File: src/design/dmr_pkg.sv
// Package with the shared types, codes and constants of the dual motor ramp drive.
package dmr_pkg;

    localparam int SPEED_W  = 11;
    localparam int GOAL_W   = 12;
    localparam int DUTY_W   = 10;
    localparam int STEP_W   = 10;
    localparam int PERIOD_W = 8;
    localparam int CFG_IDX_W  = 2;
    localparam int CFG_DATA_W = 10;

    localparam logic signed [SPEED_W-1:0] FULL_SCALE = 11'sd1023;

    // Operation codes of an input item.
    localparam logic [1:0] OP_TICK    = 2'd0;
    localparam logic [1:0] OP_TARGETS = 2'd1;
    localparam logic [1:0] OP_ESTOP   = 2'd2;
    localparam logic [1:0] OP_STANDBY = 2'd3;

    // Configuration register indexes.
    localparam logic [CFG_IDX_W-1:0] CFG_RAMP_STEP     = 2'd0;
    localparam logic [CFG_IDX_W-1:0] CFG_DEAD_BAND     = 2'd1;
    localparam logic [CFG_IDX_W-1:0] CFG_UPDATE_PERIOD = 2'd2;

    localparam logic [STEP_W-1:0]   RAMP_STEP_RST     = 10'd20;
    localparam logic [STEP_W-1:0]   DEAD_BAND_RST     = 10'd10;
    localparam logic [PERIOD_W-1:0] UPDATE_PERIOD_RST = 8'd10;

    // Bridge pin codes: bit 0 is in1, bit 1 is in2.
    localparam logic [1:0] PINS_BRAKE = 2'b11;
    localparam logic [1:0] PINS_FWD   = 2'b01;
    localparam logic [1:0] PINS_REV   = 2'b10;

    typedef struct packed {
        logic [1:0]        pins;
        logic [DUTY_W-1:0] duty;
    } t_drive;

    // Clamps a 12-bit signed goal to plus or minus full scale.
    function automatic logic signed [SPEED_W-1:0] clamp_goal(
        input logic signed [GOAL_W-1:0] goal
    );
        logic signed [GOAL_W-1:0] hi;
        logic signed [GOAL_W-1:0] lo;
        hi = GOAL_W'(FULL_SCALE);
        lo = -hi;
        if (goal > hi) begin
            return FULL_SCALE;
        end else if (goal < lo) begin
            return -FULL_SCALE;
        end else begin
            return goal[SPEED_W-1:0];
        end
    endfunction

endpackage

File: src/design/dmr_if.sv
// Channel interfaces: input items, result items and configuration writes.
interface dmr_in_if;
    logic                                valid;
    logic                                ready;
    logic [1:0]                          op;
    logic signed [dmr_pkg::GOAL_W-1:0]   left_goal;
    logic signed [dmr_pkg::GOAL_W-1:0]   right_goal;
    logic                                standby_request;

    modport source (output valid, op, left_goal, right_goal, standby_request, input ready);
    modport sink   (input valid, op, left_goal, right_goal, standby_request, output ready);
endinterface

interface dmr_out_if;
    logic                                valid;
    logic                                ready;
    logic                                left_in1;
    logic                                left_in2;
    logic [dmr_pkg::DUTY_W-1:0]          left_duty;
    logic                                right_in1;
    logic                                right_in2;
    logic [dmr_pkg::DUTY_W-1:0]          right_duty;
    logic                                enable_pin;
    logic signed [dmr_pkg::SPEED_W-1:0]  left_speed;
    logic signed [dmr_pkg::SPEED_W-1:0]  right_speed;

    modport source (output valid, left_in1, left_in2, left_duty, right_in1, right_in2,
                    right_duty, enable_pin, left_speed, right_speed, input ready);
    modport sink   (input valid, left_in1, left_in2, left_duty, right_in1, right_in2,
                    right_duty, enable_pin, left_speed, right_speed, output ready);
endinterface

interface dmr_cfg_if;
    logic                                valid;
    logic                                ready;
    logic [dmr_pkg::CFG_IDX_W-1:0]       index;
    logic [dmr_pkg::CFG_DATA_W-1:0]      data;

    modport source (output valid, index, data, input ready);
    modport sink   (input valid, index, data, output ready);
endinterface

File: src/design/dmr_chan.sv
// One channel: slew-limited ramp step toward the target and the H-bridge drive decision.
module dmr_chan (
    input  logic signed [dmr_pkg::SPEED_W-1:0] i_now,
    input  logic signed [dmr_pkg::SPEED_W-1:0] i_target,
    input  logic [dmr_pkg::STEP_W-1:0]         i_ramp_step,
    input  logic [dmr_pkg::DUTY_W-1:0]         i_dead_band,
    output logic signed [dmr_pkg::SPEED_W-1:0] o_now,
    output dmr_pkg::t_drive                    o_drive
);

    logic signed [dmr_pkg::GOAL_W-1:0] delta;
    logic [dmr_pkg::GOAL_W-1:0]        delta_mag;
    logic signed [dmr_pkg::SPEED_W-1:0] step_s;
    logic signed [dmr_pkg::SPEED_W-1:0] now_next;
    logic [dmr_pkg::SPEED_W-1:0]        speed_mag;

    always_comb begin
        delta     = dmr_pkg::GOAL_W'(i_target) - dmr_pkg::GOAL_W'(i_now);
        delta_mag = delta[dmr_pkg::GOAL_W-1] ? dmr_pkg::GOAL_W'(-delta) : delta;
        step_s    = {1'b0, i_ramp_step};

        // Snap to the target once it is closer than one step.
        if (delta_mag < dmr_pkg::GOAL_W'(step_s)) begin
            now_next = i_target;
        end else if (delta > 0) begin
            now_next = i_now + step_s;
        end else begin
            now_next = i_now - step_s;
        end

        speed_mag = now_next[dmr_pkg::SPEED_W-1] ? dmr_pkg::SPEED_W'(-now_next) : now_next;

        if (speed_mag[dmr_pkg::DUTY_W-1:0] <= i_dead_band) begin
            o_drive.pins = dmr_pkg::PINS_BRAKE;
            o_drive.duty = '0;
        end else begin
            o_drive.pins = (now_next > 0) ? dmr_pkg::PINS_FWD : dmr_pkg::PINS_REV;
            o_drive.duty = speed_mag[dmr_pkg::DUTY_W-1:0];
        end
        o_now = now_next;
    end

endmodule

File: src/design/dual_motor_ramp_hbridge_drive_core.sv
// Two-channel slew-rate limited motor drive with H-bridge pin and duty outputs.
// Each accepted item (tick, set targets, emergency stop, standby) is handled by a
// compare-and-add per channel; its result is the drive state after the item, held in
// the state registers themselves, and a new item is accepted in every cycle in which the
// result slot is empty or being taken. Throughput is one item per cycle while results
// are taken; a result is valid in the cycle after its item is accepted. Configuration
// writes are always accepted and should be made only while the block is idle.
module dual_motor_ramp_hbridge_drive_core (
    input  logic       i_clk,
    input  logic       i_rst_n,
    dmr_in_if.sink     i_in,
    dmr_out_if.source  o_out,
    dmr_cfg_if.sink    i_cfg
);

    logic [dmr_pkg::STEP_W-1:0]   r_ramp_step;
    logic [dmr_pkg::DUTY_W-1:0]   r_dead_band;
    logic [dmr_pkg::PERIOD_W-1:0] r_period;

    logic signed [dmr_pkg::SPEED_W-1:0] r_left_target, n_left_target;
    logic signed [dmr_pkg::SPEED_W-1:0] r_right_target, n_right_target;
    logic signed [dmr_pkg::SPEED_W-1:0] r_left_now, n_left_now;
    logic signed [dmr_pkg::SPEED_W-1:0] r_right_now, n_right_now;
    logic                               r_standby, n_standby;
    logic [dmr_pkg::PERIOD_W-1:0]       r_ms, n_ms;
    dmr_pkg::t_drive                    r_left_drv, n_left_drv;
    dmr_pkg::t_drive                    r_right_drv, n_right_drv;
    logic                               r_out_valid;

    logic signed [dmr_pkg::SPEED_W-1:0] left_ramped, right_ramped;
    dmr_pkg::t_drive                    left_drv_calc, right_drv_calc;
    logic [dmr_pkg::PERIOD_W:0]         ms_inc;
    logic                               in_fire;

    dmr_chan u_left (
        .i_now       (r_left_now),
        .i_target    (r_left_target),
        .i_ramp_step (r_ramp_step),
        .i_dead_band (r_dead_band),
        .o_now       (left_ramped),
        .o_drive     (left_drv_calc)
    );

    dmr_chan u_right (
        .i_now       (r_right_now),
        .i_target    (r_right_target),
        .i_ramp_step (r_ramp_step),
        .i_dead_band (r_dead_band),
        .o_now       (right_ramped),
        .o_drive     (right_drv_calc)
    );

    // The state only moves on an accepted item, so a waiting result stays put.
    assign i_in.ready = !r_out_valid || o_out.ready;
    assign in_fire    = i_in.valid && i_in.ready;
    assign i_cfg.ready = 1'b1;

    always_comb begin
        n_left_target  = r_left_target;
        n_right_target = r_right_target;
        n_left_now     = r_left_now;
        n_right_now    = r_right_now;
        n_standby      = r_standby;
        n_ms           = r_ms;
        n_left_drv     = r_left_drv;
        n_right_drv    = r_right_drv;
        ms_inc         = {1'b0, r_ms} + 1'b1;

        case (i_in.op)
            dmr_pkg::OP_TICK: begin
                if (ms_inc >= {1'b0, r_period}) begin
                    n_ms = '0;
                    if (r_standby) begin
                        n_left_now  = '0;
                        n_right_now = '0;
                    end else begin
                        n_left_now  = left_ramped;
                        n_right_now = right_ramped;
                        n_left_drv  = left_drv_calc;
                        n_right_drv = right_drv_calc;
                    end
                end else begin
                    n_ms = ms_inc[dmr_pkg::PERIOD_W-1:0];
                end
            end
            dmr_pkg::OP_TARGETS: begin
                n_left_target  = dmr_pkg::clamp_goal(i_in.left_goal);
                n_right_target = dmr_pkg::clamp_goal(i_in.right_goal);
            end
            dmr_pkg::OP_ESTOP: begin
                n_left_target    = '0;
                n_right_target   = '0;
                n_left_now       = '0;
                n_right_now      = '0;
                n_left_drv.pins  = dmr_pkg::PINS_BRAKE;
                n_left_drv.duty  = '0;
                n_right_drv.pins = dmr_pkg::PINS_BRAKE;
                n_right_drv.duty = '0;
                n_standby        = 1'b1;
            end
            dmr_pkg::OP_STANDBY: begin
                n_standby = i_in.standby_request;
            end
            default: begin
                n_standby = r_standby;
            end
        endcase
    end

    always_ff @(posedge i_clk) begin
        if (!i_rst_n) begin
            r_ramp_step <= dmr_pkg::RAMP_STEP_RST;
            r_dead_band <= dmr_pkg::DEAD_BAND_RST;
            r_period    <= dmr_pkg::UPDATE_PERIOD_RST;
        end else if (i_cfg.valid) begin
            case (i_cfg.index)
                dmr_pkg::CFG_RAMP_STEP:     r_ramp_step <= i_cfg.data;
                dmr_pkg::CFG_DEAD_BAND:     r_dead_band <= i_cfg.data;
                dmr_pkg::CFG_UPDATE_PERIOD: r_period    <= i_cfg.data[dmr_pkg::PERIOD_W-1:0];
                default: begin
                    r_period <= r_period;
                end
            endcase
        end
    end

    always_ff @(posedge i_clk) begin
        if (!i_rst_n) begin
            r_left_target  <= '0;
            r_right_target <= '0;
            r_left_now     <= '0;
            r_right_now    <= '0;
            r_standby      <= 1'b1;
            r_ms           <= '0;
            r_left_drv     <= '{pins: dmr_pkg::PINS_BRAKE, duty: '0};
            r_right_drv    <= '{pins: dmr_pkg::PINS_BRAKE, duty: '0};
            r_out_valid    <= 1'b0;
        end else begin
            if (in_fire) begin
                r_left_target  <= n_left_target;
                r_right_target <= n_right_target;
                r_left_now     <= n_left_now;
                r_right_now    <= n_right_now;
                r_standby      <= n_standby;
                r_ms           <= n_ms;
                r_left_drv     <= n_left_drv;
                r_right_drv    <= n_right_drv;
                r_out_valid    <= 1'b1;
            end else if (o_out.ready) begin
                r_out_valid <= 1'b0;
            end
        end
    end

    assign o_out.valid       = r_out_valid;
    assign o_out.left_in1    = r_left_drv.pins[0];
    assign o_out.left_in2    = r_left_drv.pins[1];
    assign o_out.left_duty   = r_left_drv.duty;
    assign o_out.right_in1   = r_right_drv.pins[0];
    assign o_out.right_in2   = r_right_drv.pins[1];
    assign o_out.right_duty  = r_right_drv.duty;
    assign o_out.enable_pin  = !r_standby;
    assign o_out.left_speed  = r_left_now;
    assign o_out.right_speed = r_right_now;

`ifndef SYNTHESIS
    // An emergency stop leaves both speeds at zero and the block in standby.
    a_estop: assert property (@(posedge i_clk) disable iff (!i_rst_n)
        (in_fire && i_in.op == dmr_pkg::OP_ESTOP)
        |=> (r_left_now == '0 && r_right_now == '0 && r_standby))
        else $error("emergency stop did not clear the drive");

    // A braking bridge never carries a nonzero duty.
    a_brake_duty: assert property (@(posedge i_clk) disable iff (!i_rst_n)
        ((r_left_drv.pins != dmr_pkg::PINS_BRAKE || r_left_drv.duty == '0) &&
         (r_right_drv.pins != dmr_pkg::PINS_BRAKE || r_right_drv.duty == '0)))
        else $error("brake with nonzero duty");

    // Speeds stay within full scale; this check covers the lower bound.
    a_speed_range: assert property (@(posedge i_clk) disable iff (!i_rst_n)
        (r_left_now >= -dmr_pkg::FULL_SCALE && r_right_now >= -dmr_pkg::FULL_SCALE))
        else $error("speed out of range");

    // A result that is not taken keeps the state unchanged.
    a_hold: assert property (@(posedge i_clk) disable iff (!i_rst_n)
        (r_out_valid && !o_out.ready)
        |=> ($stable(r_left_now) && $stable(r_right_now) && $stable(r_standby)))
        else $error("state moved while a result was waiting");
`endif

endmodule

File: src/flat_wrapper.sv
// flat-port wrapper written by rule: the top's interface ports become plain ports
module dual_motor_ramp_hbridge_drive_core_flat 
  (i_clk, i_rst_n, i_in_valid, i_in_op, i_in_left_goal, i_in_right_goal, i_in_standby_request, i_in_ready, o_out_valid, o_out_left_in1, o_out_left_in2, o_out_left_duty, o_out_right_in1, o_out_right_in2, o_out_right_duty, o_out_enable_pin, o_out_left_speed, o_out_right_speed, o_out_ready, i_cfg_valid, i_cfg_index, i_cfg_data, i_cfg_ready);
  dmr_in_if i_in_i ();
  dmr_out_if o_out_i ();
  dmr_cfg_if i_cfg_i ();
  input  logic i_clk;
  input  logic i_rst_n;
  input wire logic [$bits(i_in_i.valid)-1:0] i_in_valid;
  input wire logic [$bits(i_in_i.op)-1:0] i_in_op;
  input wire logic [$bits(i_in_i.left_goal)-1:0] i_in_left_goal;
  input wire logic [$bits(i_in_i.right_goal)-1:0] i_in_right_goal;
  input wire logic [$bits(i_in_i.standby_request)-1:0] i_in_standby_request;
  output wire logic [$bits(i_in_i.ready)-1:0] i_in_ready;
  output wire logic [$bits(o_out_i.valid)-1:0] o_out_valid;
  output wire logic [$bits(o_out_i.left_in1)-1:0] o_out_left_in1;
  output wire logic [$bits(o_out_i.left_in2)-1:0] o_out_left_in2;
  output wire logic [$bits(o_out_i.left_duty)-1:0] o_out_left_duty;
  output wire logic [$bits(o_out_i.right_in1)-1:0] o_out_right_in1;
  output wire logic [$bits(o_out_i.right_in2)-1:0] o_out_right_in2;
  output wire logic [$bits(o_out_i.right_duty)-1:0] o_out_right_duty;
  output wire logic [$bits(o_out_i.enable_pin)-1:0] o_out_enable_pin;
  output wire logic [$bits(o_out_i.left_speed)-1:0] o_out_left_speed;
  output wire logic [$bits(o_out_i.right_speed)-1:0] o_out_right_speed;
  input wire logic [$bits(o_out_i.ready)-1:0] o_out_ready;
  input wire logic [$bits(i_cfg_i.valid)-1:0] i_cfg_valid;
  input wire logic [$bits(i_cfg_i.index)-1:0] i_cfg_index;
  input wire logic [$bits(i_cfg_i.data)-1:0] i_cfg_data;
  output wire logic [$bits(i_cfg_i.ready)-1:0] i_cfg_ready;
  assign i_in_i.valid = i_in_valid;
  assign i_in_i.op = i_in_op;
  assign i_in_i.left_goal = i_in_left_goal;
  assign i_in_i.right_goal = i_in_right_goal;
  assign i_in_i.standby_request = i_in_standby_request;
  assign i_in_ready = i_in_i.ready;
  assign o_out_valid = o_out_i.valid;
  assign o_out_left_in1 = o_out_i.left_in1;
  assign o_out_left_in2 = o_out_i.left_in2;
  assign o_out_left_duty = o_out_i.left_duty;
  assign o_out_right_in1 = o_out_i.right_in1;
  assign o_out_right_in2 = o_out_i.right_in2;
  assign o_out_right_duty = o_out_i.right_duty;
  assign o_out_enable_pin = o_out_i.enable_pin;
  assign o_out_left_speed = o_out_i.left_speed;
  assign o_out_right_speed = o_out_i.right_speed;
  assign o_out_i.ready = o_out_ready;
  assign i_cfg_i.valid = i_cfg_valid;
  assign i_cfg_i.index = i_cfg_index;
  assign i_cfg_i.data = i_cfg_data;
  assign i_cfg_ready = i_cfg_i.ready;
  dual_motor_ramp_hbridge_drive_core u_core (.i_clk(i_clk), .i_rst_n(i_rst_n), .i_in(i_in_i), .o_out(o_out_i), .i_cfg(i_cfg_i));
endmodule
File: config.mk
export PLATFORM = sky130hd
export DESIGN_NAME = dual_motor_ramp_hbridge_drive_core_flat
export DESIGN_NICKNAME = d
export VERILOG_FILES = /design/src/design/dmr_pkg.sv /design/src/design/dmr_if.sv /design/src/design/dmr_chan.sv /design/src/design/dual_motor_ramp_hbridge_drive_core.sv /design/src/flat_wrapper.sv
export SDC_FILE = /design/constraint.sdc
export NUM_CORES = 1
export LEC_CHECK = 0
export ABC_AREA = 1
export BUFFER_PORTS_ARGS = -buffer_cell sky130_fd_sc_hd__buf_4
export CORE_MARGIN = 2
export CORE_UTILIZATION = 30
export CTS_CLUSTER_DIAMETER = 40
export CTS_CLUSTER_SIZE = 20
export DETAILED_ROUTE_END_ITERATION = 10
export PLACE_DENSITY = 0.42
export RECOVER_POWER = 100
export SYNTH_ARGS = -nofsm -noshare
export SYNTH_HDL_FRONTEND = slang
export SYNTH_SLANG_ARGS = --single-unit
File: constraint.sdc
create_clock -name i_clk -period 16.4 [get_ports i_clk]
set_input_delay 2.46 -clock i_clk [delete_from_list [all_inputs] [get_ports i_clk]]
set_output_delay 2.46 -clock i_clk [all_outputs]
set_load 0.01 [all_outputs]
==> results.yml <==
outcome:
  outcome: "complete, but fails checks"
  violations: "capacitance limit, slew limit"
cells_and_area:
  area_growth_pct: 11.6
  fillers: 3572
  drive_above_1_share: 0.0924
  multi_input_area_um2: 6240
  final_cell_count_no_fill: 1950
  regArea_um2: 2120
  final_area_um2: 10600
  nets: 1688
  diodes: 0
worst_hold_path:
  hp-class: "reg2reg"
  hold_path_depth: 2
  holdCritStartpoint: "u_core.o_out.right_duty[6]$_SDFFE_PN0P_"
  hold_end: "u_core.o_out.right_duty[6]$_SDFFE_PN0P_"
routing:
  vias: 9294
  ant_nets: 0
  vias_per_cell: 4.77
  drt_iter0_drc: 542
  route.detailed.drc: 0
  first_pass_iters: 5
  detail_route.wl_per_cell_um: 15.9
  routed_wl_um: 31000
floorplanning:
  rows: 65
  die_area_um2: 32900
  die_w_um: 182
  die_h_um: 182
  core_um2: 31300
  ios: 94
  initial_core_util: 0.302
placed_design:
  dp_cells: 1934
  placed_cell_area_um2: 10500
  gp_congestion: 0.856
  hpwl_um: 25300
  portBuffers: 92
timing:
  hold_violations: 0
  rsz0062_at_grt: "false"
  clock.fmax_mhz: 106
  setup-violations-final: 0
  period_needed_ns: 9.42
  fin_skew_ns: 0.0134
  timing.final.crit_share: 0.575
  fin_setup_tns_ns: 0
  slew_headroom: -0.997
  drv_slew: 65
  tightestPinTransition_ns: 3.00
global_route:
  grt_remaining_overflow: 0
  grt_max_degree: 54
  grt_pass1_vias: 9010
  track_usage: 0.190
  antenna_found_initial: 0
  grt_pass1_wl_um: 49300
critical_path:
  critPathKind: "reg2reg"
  crit_top_cell: "nand2_1"
  timing.rr.end: "u_core.o_out.right_duty[6]$_SDFFE_PN0P_"
  arrival_ns: 9.71
  worst-path-max-fanout: 17
  reg2reg_from: "u_core.o_out.right_speed[5]$_SDFFE_PN0P_"
  cp_slowest_cell: "a2111oi_0"
  r2r_setup_slack_ns: 6.98
  crit_required_ns: 16.69
  endpoint_kind: "flop"
  worstRegToRegCells: 42
  max_stage_delay_ns: 1.81
  startpoint_type: "flop"
power:
  vdd_drop_max_uv: 68.3
  power.share.sequential: 0.150
  powerDensity_nw_per_um2: 175
  p_sw_mw: 1.02
  pwr-share-comb: 0.733
  netSwitchingFraction: 0.554
  intPower_mw: 0.824
  leakage_nw: 5.03
  clockPowerShare: 0.117
clock_tree:
  ctsResizeCount: 0
  cts_tree: "done"
  clockBufferDepth: 2
  cts-root-buf: "clkbuf_16"
  holdBufCountCts: 0
  post_cts_buffers: 0
  cts.sinks: 106
  clock_latency_ns: 0.37
  numCtsBuffers: 9
  path_clk_slew_ns: 0.08
  cts.htree.levels: 3
synth:
  synth.distinct_cells: 53
  ys.flop_type: "dfxtp_1"
  synth_edf_count: 0
  synth_seq_cells: 106
  syn_inst: 1467
  syn_nets: 1612
  async_flop_share: 0
  synth.cell_area_um2: 9450
  synth.yosys.seq_area_share: 0.224
  syn_avg_cell_area_um2: 6.44
  yosysWarnings: 0
job:
  drv_cap: 2
==> kinds of logic (layout without fill, tap and decap cells) <==
family | after synthesis | in the layout | share of synthesized area
AND/OR/NAND/NOR | 667 | 667 | 0.318
flip-flops | 106 | 106 | 0.224
XOR/XNOR | 48 | 48 | 0.0472
AO/OA/AOI/OAI | 276 | 276 | 0.161
buffers and inverters | 268 | 349 | 0.112
other | 1 | 1 | 0.000397
adder cells (fa/ha/maj) | 101 | 101 | 0.137
==> power groups by stage <==
stage	clock, mW	sequential [mW]	combinational [mW]
5_1_grt	0.237	0.279	1.55
4_1_cts	0.227	0.277	1.38
2_1_floorplan	0	0.282	1.09
3_5_place_dp	0	0.283	1.38
3_3_place_gp	0	0.284	1.38
6_report	0.217	0.277	1.35
==> metrics by stage <==
stage	hold WS [ns]	setup slack [ns]	power, mW	utilization
final	0.466	6.98	1.85	0.337
after global routing	0.487	5.58	2.07	0.337
after CTS	0.471	8.68	1.89	0.345
after detailed placement	0.459	8.69	1.66	0.336
after global placement	0.455	8.66	1.67	0.336
after floorplan	0.435	10.27	1.37	-
==> how the worst max path moves through the flow <==
stage | startpoint | end | slack, ns
4_1_cts | u_core.o_out.right_speed[2]$_SDFFE_PN0P_ | u_core.o_out.right_duty[6]$_SDFFE_PN0P_ | 8.68
6_report | u_core.o_out.right_speed[5]$_SDFFE_PN0P_ | u_core.o_out.right_duty[6]$_SDFFE_PN0P_ | 6.98
3_5_place_dp | u_core.o_out.right_speed[2]$_SDFFE_PN0P_ | u_core.o_out.right_duty[6]$_SDFFE_PN0P_ | 8.69
3_3_place_gp | u_core.o_out.right_speed[2]$_SDFFE_PN0P_ | u_core.o_out.right_duty[6]$_SDFFE_PN0P_ | 8.66
2_1_floorplan | u_core.r_right_target[0]$_SDFFE_PN0P_ | u_core.o_out.right_duty[5]$_SDFFE_PN0P_ | 10.27
5_1_grt | u_core.o_out.right_speed[4]$_SDFFE_PN0P_ | u_core.o_out.right_duty[6]$_SDFFE_PN0P_ | 5.58
==> critical path: cells and delay by family, from the launching register on <==
family / cells / cell delay (ns)
simple gates: 23 / 3.75
compound gates: 9 / 3.50
fa+ha+maj: 4 / 1.20
flops: 1 / 0.43
buf+inv: 5 / 0.28
xor+xnor: 1 / 0.18
==> registers in the layout, summed over array words and instances (netlist names), 8 cells and up <==
register and flops:
u_core.r_ms 8, u_core.o_out.left_duty 10, u_core.r_ramp_step 10, u_core.o_out.right_speed 11, u_core.r_period 8, u_core.r_right_target 11, u_core.r_left_target 11, u_core.o_out.left_speed 11
u_core.r_dead_band 10, u_core.o_out.right_duty 10
==> per-layer routing <==
layer	routed length, µm	up-vias	GRT usage	share of wire
li1	-	4909	-	-
met5	0	-	0	0
met4	286	0	0.0361	0.0092
met2	14500	131	0.327	0.47
met1	15200	4239	0.250	0.49
met3	1010	15	0.0331	0.033
==> layout by cell type, fill, tap and decap left out, types with 32 or more instances in the layout <==
cell type,netlist,layout
buf_4,1,40
xor2_1,32,32
nand2_1,400,402
nor2_1,73,74
a21oi_1,143,146
clkbuf_1,23,53
dfxtp_1,106,106
o21ai_0,80,83
nand3_1,78,79
ha_1,97,97
inv_1,217,217
==> synth_stat cells (all sizes together) (6+ instances only) <==
| cell type | number | area share |
|---|---|---|
| nor2 | 84 | 0.038 |
| xor2 | 34 | 0.034 |
| dfxtp | 106 | 0.22 |
| nand2 | 439 | 0.19 |
| inv | 237 | 0.094 |
| ha | 97 | 0.13 |
| xnor2 | 14 | 0.013 |
| o21ai | 93 | 0.052 |
| a31oi | 6 | 0.0040 |
| nor3 | 16 | 0.010 |
| a21oi | 147 | 0.079 |
| nand4 | 27 | 0.018 |
| nand3 | 84 | 0.049 |
| clkbuf | 23 | 0.0091 |
| o211ai | 11 | 0.0087 |
| buf | 8 | 0.0086 |
| nor4 | 6 | 0.0040 |
==> cell type report <==
cell class | count | share of cell area
Timing Repair Buffer | 96 | 0.0494
Inverter | 237 | 0.0845
Tap cell | 402 | 0.0477
Multi-Input combinational cell | 1093 | 0.591
Clock buffer | 9 | 0.0213
Clock inverter | 7 | 0.00486
Sequential cell | 106 | 0.201
Note: power is estimated with default switching activity, not from simulation.
